[src/sv/fifo_wait_time_monitor_defines.svh]
// ----------------------------------------------------------------------------
// FIFO wait-time monitor assertion macros
// Concurrent assertion wrappers, compiled out when SYNTH is defined.
// ----------------------------------------------------------------------------
`ifndef FIFO_WAIT_TIME_MONITOR_DEFINES_SVH
`define FIFO_WAIT_TIME_MONITOR_DEFINES_SVH

`ifndef SYNTH

// Same-cycle implication, disabled during reset.
`define FWTM_ASSERT_NOW(label, clk, rst_n, ante, cons) \
    label: assert property (@(posedge clk) disable iff (!rst_n) (ante) |-> (cons)) \
        else $error("assertion failed");

// Next-cycle implication, disabled during reset.
`define FWTM_ASSERT_NEXT(label, clk, rst_n, ante, cons) \
    label: assert property (@(posedge clk) disable iff (!rst_n) (ante) |=> (cons)) \
        else $error("assertion failed");

`else

`define FWTM_ASSERT_NOW(label, clk, rst_n, ante, cons)
`define FWTM_ASSERT_NEXT(label, clk, rst_n, ante, cons)

`endif

`endif

[src/sv/fwtm_pkg.sv]
// ----------------------------------------------------------------------------
// FIFO wait-time monitor package
// Sizes, command and status codes, and the control bundle of the cell row.
// ----------------------------------------------------------------------------
`default_nettype none

package fwtm_pkg;

    // Queue depth and timestamp width.
    localparam int DEPTH     = 64;
    localparam int TIME_BITS = 32;

    // Widths of the request and result fields.
    localparam int CMD_W    = 1;
    localparam int STAMP_W  = 32;
    localparam int STATUS_W = 2;
    localparam int WAIT_W   = 32;
    localparam int SUM_W    = 48;
    localparam int LINE_W   = 7;
    localparam int SERVED_W = 32;

    // Occupancy counter must hold DEPTH itself.
    localparam int OCC_W = $clog2(DEPTH + 1);

    typedef enum logic [CMD_W-1:0] {
        CMD_ENTER = 1'b0,
        CMD_EXIT  = 1'b1
    } cmd_t;

    typedef enum logic [STATUS_W-1:0] {
        STAT_OK         = 2'd0,
        STAT_EMPTY_EXIT = 2'd1,
        STAT_FULL_DROP  = 2'd2,
        STAT_HALTED     = 2'd3
    } status_t;

    // Control shared by every cell of the row.
    typedef struct packed {
        logic push;
        logic pop;
    } fwtm_ctl_t;

endpackage

`default_nettype wire

[src/sv/fwtm_cell.sv]
// ----------------------------------------------------------------------------
// FIFO wait-time monitor cell
// One queue slot: holds a timestamp and an occupied flag, shifts toward the
// head on a pop and captures a new timestamp when it is the first free slot.
// ----------------------------------------------------------------------------
`default_nettype none

module fwtm_cell
    import fwtm_pkg::*;
(
    input  wire logic                 clk,
    input  wire logic                 rst_n,
    input  wire fwtm_ctl_t            ctl,
    input  wire logic [TIME_BITS-1:0] t_in,
    input  wire logic                 prev_occ,
    input  wire logic                 next_occ,
    input  wire logic [TIME_BITS-1:0] next_data,
    output logic                      occ,
    output logic [TIME_BITS-1:0]      data
);

    logic                 occ_reg;
    logic                 occ_next;
    logic [TIME_BITS-1:0] data_reg;
    logic [TIME_BITS-1:0] data_next;
    logic                 load;

    // The tail slot is the first empty cell behind an occupied one.
    assign load = ctl.push && !occ_reg && prev_occ;

    always_comb
    begin
        occ_next  = occ_reg;
        data_next = data_reg;
        if (ctl.pop)
        begin
            occ_next  = next_occ;
            data_next = next_data;
        end
        else if (load)
        begin
            occ_next  = 1'b1;
            data_next = t_in;
        end
    end

    always_ff @(posedge clk or negedge rst_n)
    begin
        if (!rst_n)
        begin
            occ_reg <= 1'b0;
        end
        else
        begin
            occ_reg <= occ_next;
        end
    end

    always_ff @(posedge clk)
    begin
        data_reg <= data_next;
    end

    assign occ  = occ_reg;
    assign data = data_reg;

endmodule

`default_nettype wire

[src/sv/fwtm_chain.sv]
// ----------------------------------------------------------------------------
// FIFO wait-time monitor cell row
// DEPTH cells in a line; cell 0 is the head of the queue.
// ----------------------------------------------------------------------------
`default_nettype none

module fwtm_chain
    import fwtm_pkg::*;
(
    input  wire logic                 clk,
    input  wire logic                 rst_n,
    input  wire fwtm_ctl_t            ctl,
    input  wire logic [TIME_BITS-1:0] t_in,
    output logic [TIME_BITS-1:0]      head_data,
    output logic [DEPTH-1:0]          occ_flags
);

    logic [DEPTH-1:0]     occ_w;
    logic [TIME_BITS-1:0] data_w [DEPTH];

    for (genvar i = 0; i < DEPTH; i++)
    begin : g_cell
        logic                 prev_occ;
        logic                 next_occ;
        logic [TIME_BITS-1:0] next_data;

        if (i == 0)
        begin : g_head
            assign prev_occ = 1'b1;
        end
        else
        begin : g_body
            assign prev_occ = occ_w[i-1];
        end

        if (i == DEPTH - 1)
        begin : g_tail
            assign next_occ  = 1'b0;
            assign next_data = '0;
        end
        else
        begin : g_link
            assign next_occ  = occ_w[i+1];
            assign next_data = data_w[i+1];
        end

        fwtm_cell u_cell (
            .clk       (clk),
            .rst_n     (rst_n),
            .ctl       (ctl),
            .t_in      (t_in),
            .prev_occ  (prev_occ),
            .next_occ  (next_occ),
            .next_data (next_data),
            .occ       (occ_w[i]),
            .data      (data_w[i])
        );
    end

    assign head_data = data_w[0];
    assign occ_flags = occ_w;

endmodule

`default_nettype wire
[config.mk]
export PLATFORM = sky130hd
export DESIGN_NAME = fwtm_chain
export DESIGN_NICKNAME = d
export VERILOG_FILES = /design/src/sv/fifo_wait_time_monitor_defines.svh /design/src/sv/fwtm_pkg.sv /design/src/sv/fwtm_cell.sv /design/src/sv/fwtm_chain.sv
export SDC_FILE = /design/constraint.sdc
export NUM_CORES = 2
export LEC_CHECK = 0
export BUFFER_PORTS_ARGS = -buffer_cell sky130_fd_sc_hd__buf_2
export CAP_MARGIN = 20
export CORE_UTILIZATION = 30
export DETAILED_ROUTE_END_ITERATION = 8
export GPL_TIMING_DRIVEN = 0
export HOLD_SLACK_MARGIN = 0.02
export PLACE_DENSITY_LB_ADDON = 0.2
export SLEW_MARGIN = 30
export SYNTH_ARGS = -nofsm -noshare
export SYNTH_HDL_FRONTEND = slang
export SYNTH_SLANG_ARGS = --single-unit
[constraint.sdc]
create_clock -name clk -period 2.19 [get_ports clk]
set_input_delay 0.438 -clock clk [delete_from_list [all_inputs] [get_ports clk]]
set_output_delay 0.438 -clock clk [all_outputs]
set_load 0.01 [all_outputs]
==> reports/results.tsv <==
stage	metric	value	unit
outcome	outcome	completed	
routing	viasPerCell	4.43	
die	fp.dieArea	285000	um^2
grt	overflow	0	
synthesis	yosys.area.top_type	edfxtp_1	
synthesis	synth_commonest_cells	nand2_1, edfxtp_1, buf_6	
placed_design	gp_congestion	0.782	
grt	grt_use_total	16.1	%
routing	drt_iter0_drc	3565	
timing	max_slew.worst_pin.slew	869	ps
die	die_h	534	um
worst_setup_path	end_kind	primary output	
timing	finClkSkew	70.2	ps
timing	fin_ws	56.6	ps
synthesis	synth_area	84800	um^2
synthesis	synth.top_cell.area_share	71.4	%
synthesis	netlist_instances	7116	
timing	rsz0062_at_grt	no	
timing	hold_viol_final	0	
job	cap_violations	0	
placed_design	io_buffers	130	
synthesis	post_synth_num_cell_types	19	
power	power_leakage	43.5	nW
synthesis	ys_seq_area_share	74.0	%
worst_hold_path	min_path_type	primary input to asynchronous set/reset pin	
placed_design	dp_slack	-743	ps
routing	wl	229000	um
cells_and_area	area_delta_synth_final	18.7	%
synthesis	postSynthNetCount	7152	
die	die_x	534	um
routing	wl_per_cell	19.9	um
timing	finalCritPeriodShare	97.4	%
clock_network	clockBufferDepth	3	
die	initial_utilization	30.3	%
timing	period_minus_slack	2130	ps
grt	first_global_vias	52040	
timing	whs	104	ps
timing	max_slew_margin	42.1	%
synthesis	synth_edf_count	2016	
worst_setup_path	path_cells	buf_4 -> buf_2	
timing	setup-violations-final	0	
routing	vias	50938	
worst_setup_path	required	1750	ps
synthesis	synthArstFlopShare	3.03	%
synthesis	ys_seq_elements	2112	
die	coreArea	280000	um^2
placed_design	dp_hpwl	161000	um
cells_and_area	largest_register_ffs	2048	
power	p_per_area	944	nW/um^2
grt	grt_max_degree	43	
synthesis	synth_area_leaders	edfxtp_1, nand2_1, buf_6	
routing	drtAntennaViolNets	0	
worst_setup_path	path_buf_inv	2	
worst_setup_path	crit_path_max_incr_delay	550	ps
worst_setup_path	critPathLaunchType	register	
clock_network	clk_pin_slew_worst_paths	60	ps
timing	fin_setup_tns	0	ps
clock_network	root_buffer	clkbuf_16	
clock_network	numCtsBuffers	224	
cells_and_area	drive_gt1_share	15.1	%
timing	fmax	0.469	GHz
synthesis	synth_ff_type	edfxtp_1	
synthesis	yosys_warnings	0	
clock_network	clkLatencyLatePin	870	ps
worst_setup_path	path_max_fanout	6	
clock_network	cts_htree_levels	4	
power	totalPowerFinal	95.0	mW
worst_setup_path	crit_family	flip-flops	
cells_and_area	multi_input_area	18100	um^2
cells_and_area	regArea	62800	um^2
worst_setup_path	worstPathArrival	1700	ps
clock_network	cts_tree	yes	
cells_and_area	nNetsFinal	7622	
die	io_pins	132	
grt	grt_pass1_wl	343000	um
timing	drv_slew	0	
die	rows	194	
grt	antenna_found_initial	24	
routing	drc	0	
synthesis	synth_area_per_cell	11.9	um^2
worst_setup_path	crit_type	register to primary output	
clock_network	clock-sinks	2112	
synthesis	yosysMostFrequentCell	nand2_1	
power	vdd_drop_max	0.000842	V
cells_and_area	num-fill-cells	27491	
worst_setup_path	critPathSlowestCell	dfrtp_1	
routing	firstDrtPassIters	5	
-- worst min-delay path: cells and delay by family --
kind / cells / cell delay [ps]
buf+inv: 3 / 900
-- timing repair --
item	in CTS	in global routing
hold endpoints to repair	64	0
cloned	0	0
endpoints found under the setup margin	40	1
hold buffers	2	0
pin swaps	0	0
resized for setup	43	1
setup buffers	15	0
-- power by group --
group / switching [mW] / internal, mW
Combinational: 5.41 / 2.91
Sequential: 1.17 / 48.7
Clock: 15.8 / 21.0
-- layout by cell type, fill, tap and decap left out, types with 10 or more instances in the layout --
cell type and n:
buf_12 10, o21ai_0 63, clkbuf_16 227, clkinv_1 53
dfrtp_1 23, dfrtp_2 41, clkinv_2 28, a21oi_1 63
dfxtp_1 32, buf_6 261, bufinv_16 15, mux2i_1 32
o21bai_4 62, buf_16 87, nand2b_1 64, clkbuf_1 92
buf_2 325, buf_4 90, edfxtp_1 2016, nand2_1 4157
-- layout make-up --
cell class | count | area share [%]
Antenna cell | 6 | 0.0149
Buffer | 558 | 4.56
Clock buffer | 302 | 5.99
Clock inverter | 110 | 0.967
Inverter | 1 | 0.00373
Multi-Input combinational cell | 4445 | 18.0
Sequential cell | 2112 | 62.4
Tap cell | 3724 | 4.63
Timing Repair Buffer | 244 | 3.36
-- final timing paths --
kind                                       startpoint                    endpoint  slack, ps  cells past startpoint
setup / recovery                g_cell[15].u_cell.occ               occ_flags[15]         60                      2
hold / removal                                  rst_n       g_cell[54].u_cell.occ        100                      3
setup reg to reg                g_cell[42].u_cell.occ  g_cell[43].u_cell.data[23]        340                      4
hold reg to reg            g_cell[40].u_cell.data[13]  g_cell[39].u_cell.data[13]        460                      2
max in group asynchronous                       rst_n       g_cell[50].u_cell.occ       1580                      3
min in group clk                               ctl[1]   g_cell[63].u_cell.data[0]        160                      4
-- cell families (layout without fill, tap and decap cells) --
logic type             Yosys count  after routing  share of synthesized area (%)
DFF                           2112           2112                           74.0
buffers and inverters          559           1215                           5.41
and+or+nand+nor               4224           4224                           18.9
muxes                           32             32                          0.378
AOI/OAI and AO/OA              189            189                           1.30
other                            0              6                              0
-- metrics by stage --
step / area [um^2] / instances / util (%)
2_1_floorplan: 85000 / 7116 / -
3_3_place_gp: 90400 / 10970 / 32.2
3_5_place_dp: 93400 / 11067 / 33.3
4_1_cts: 101000 / 11496 / 35.9
5_1_grt: 101000 / 11499 / 35.9
6_report: 101000 / 11502 / 35.9
-- routing by layer --
layer  share of wire [%]  global-route usage [%]  vias to the layer above  wire length (um)
li1                    -                       -                    24370                 -
met1                  43                    20.2                    25337             98100
met3                 3.7                    2.09                      306              8400
met5                   0                       0                        -                 0
met2                  51                    28.8                      925            117000
met4                 2.7                    4.75                        0              6190
(Power assumes the default switching activity.)
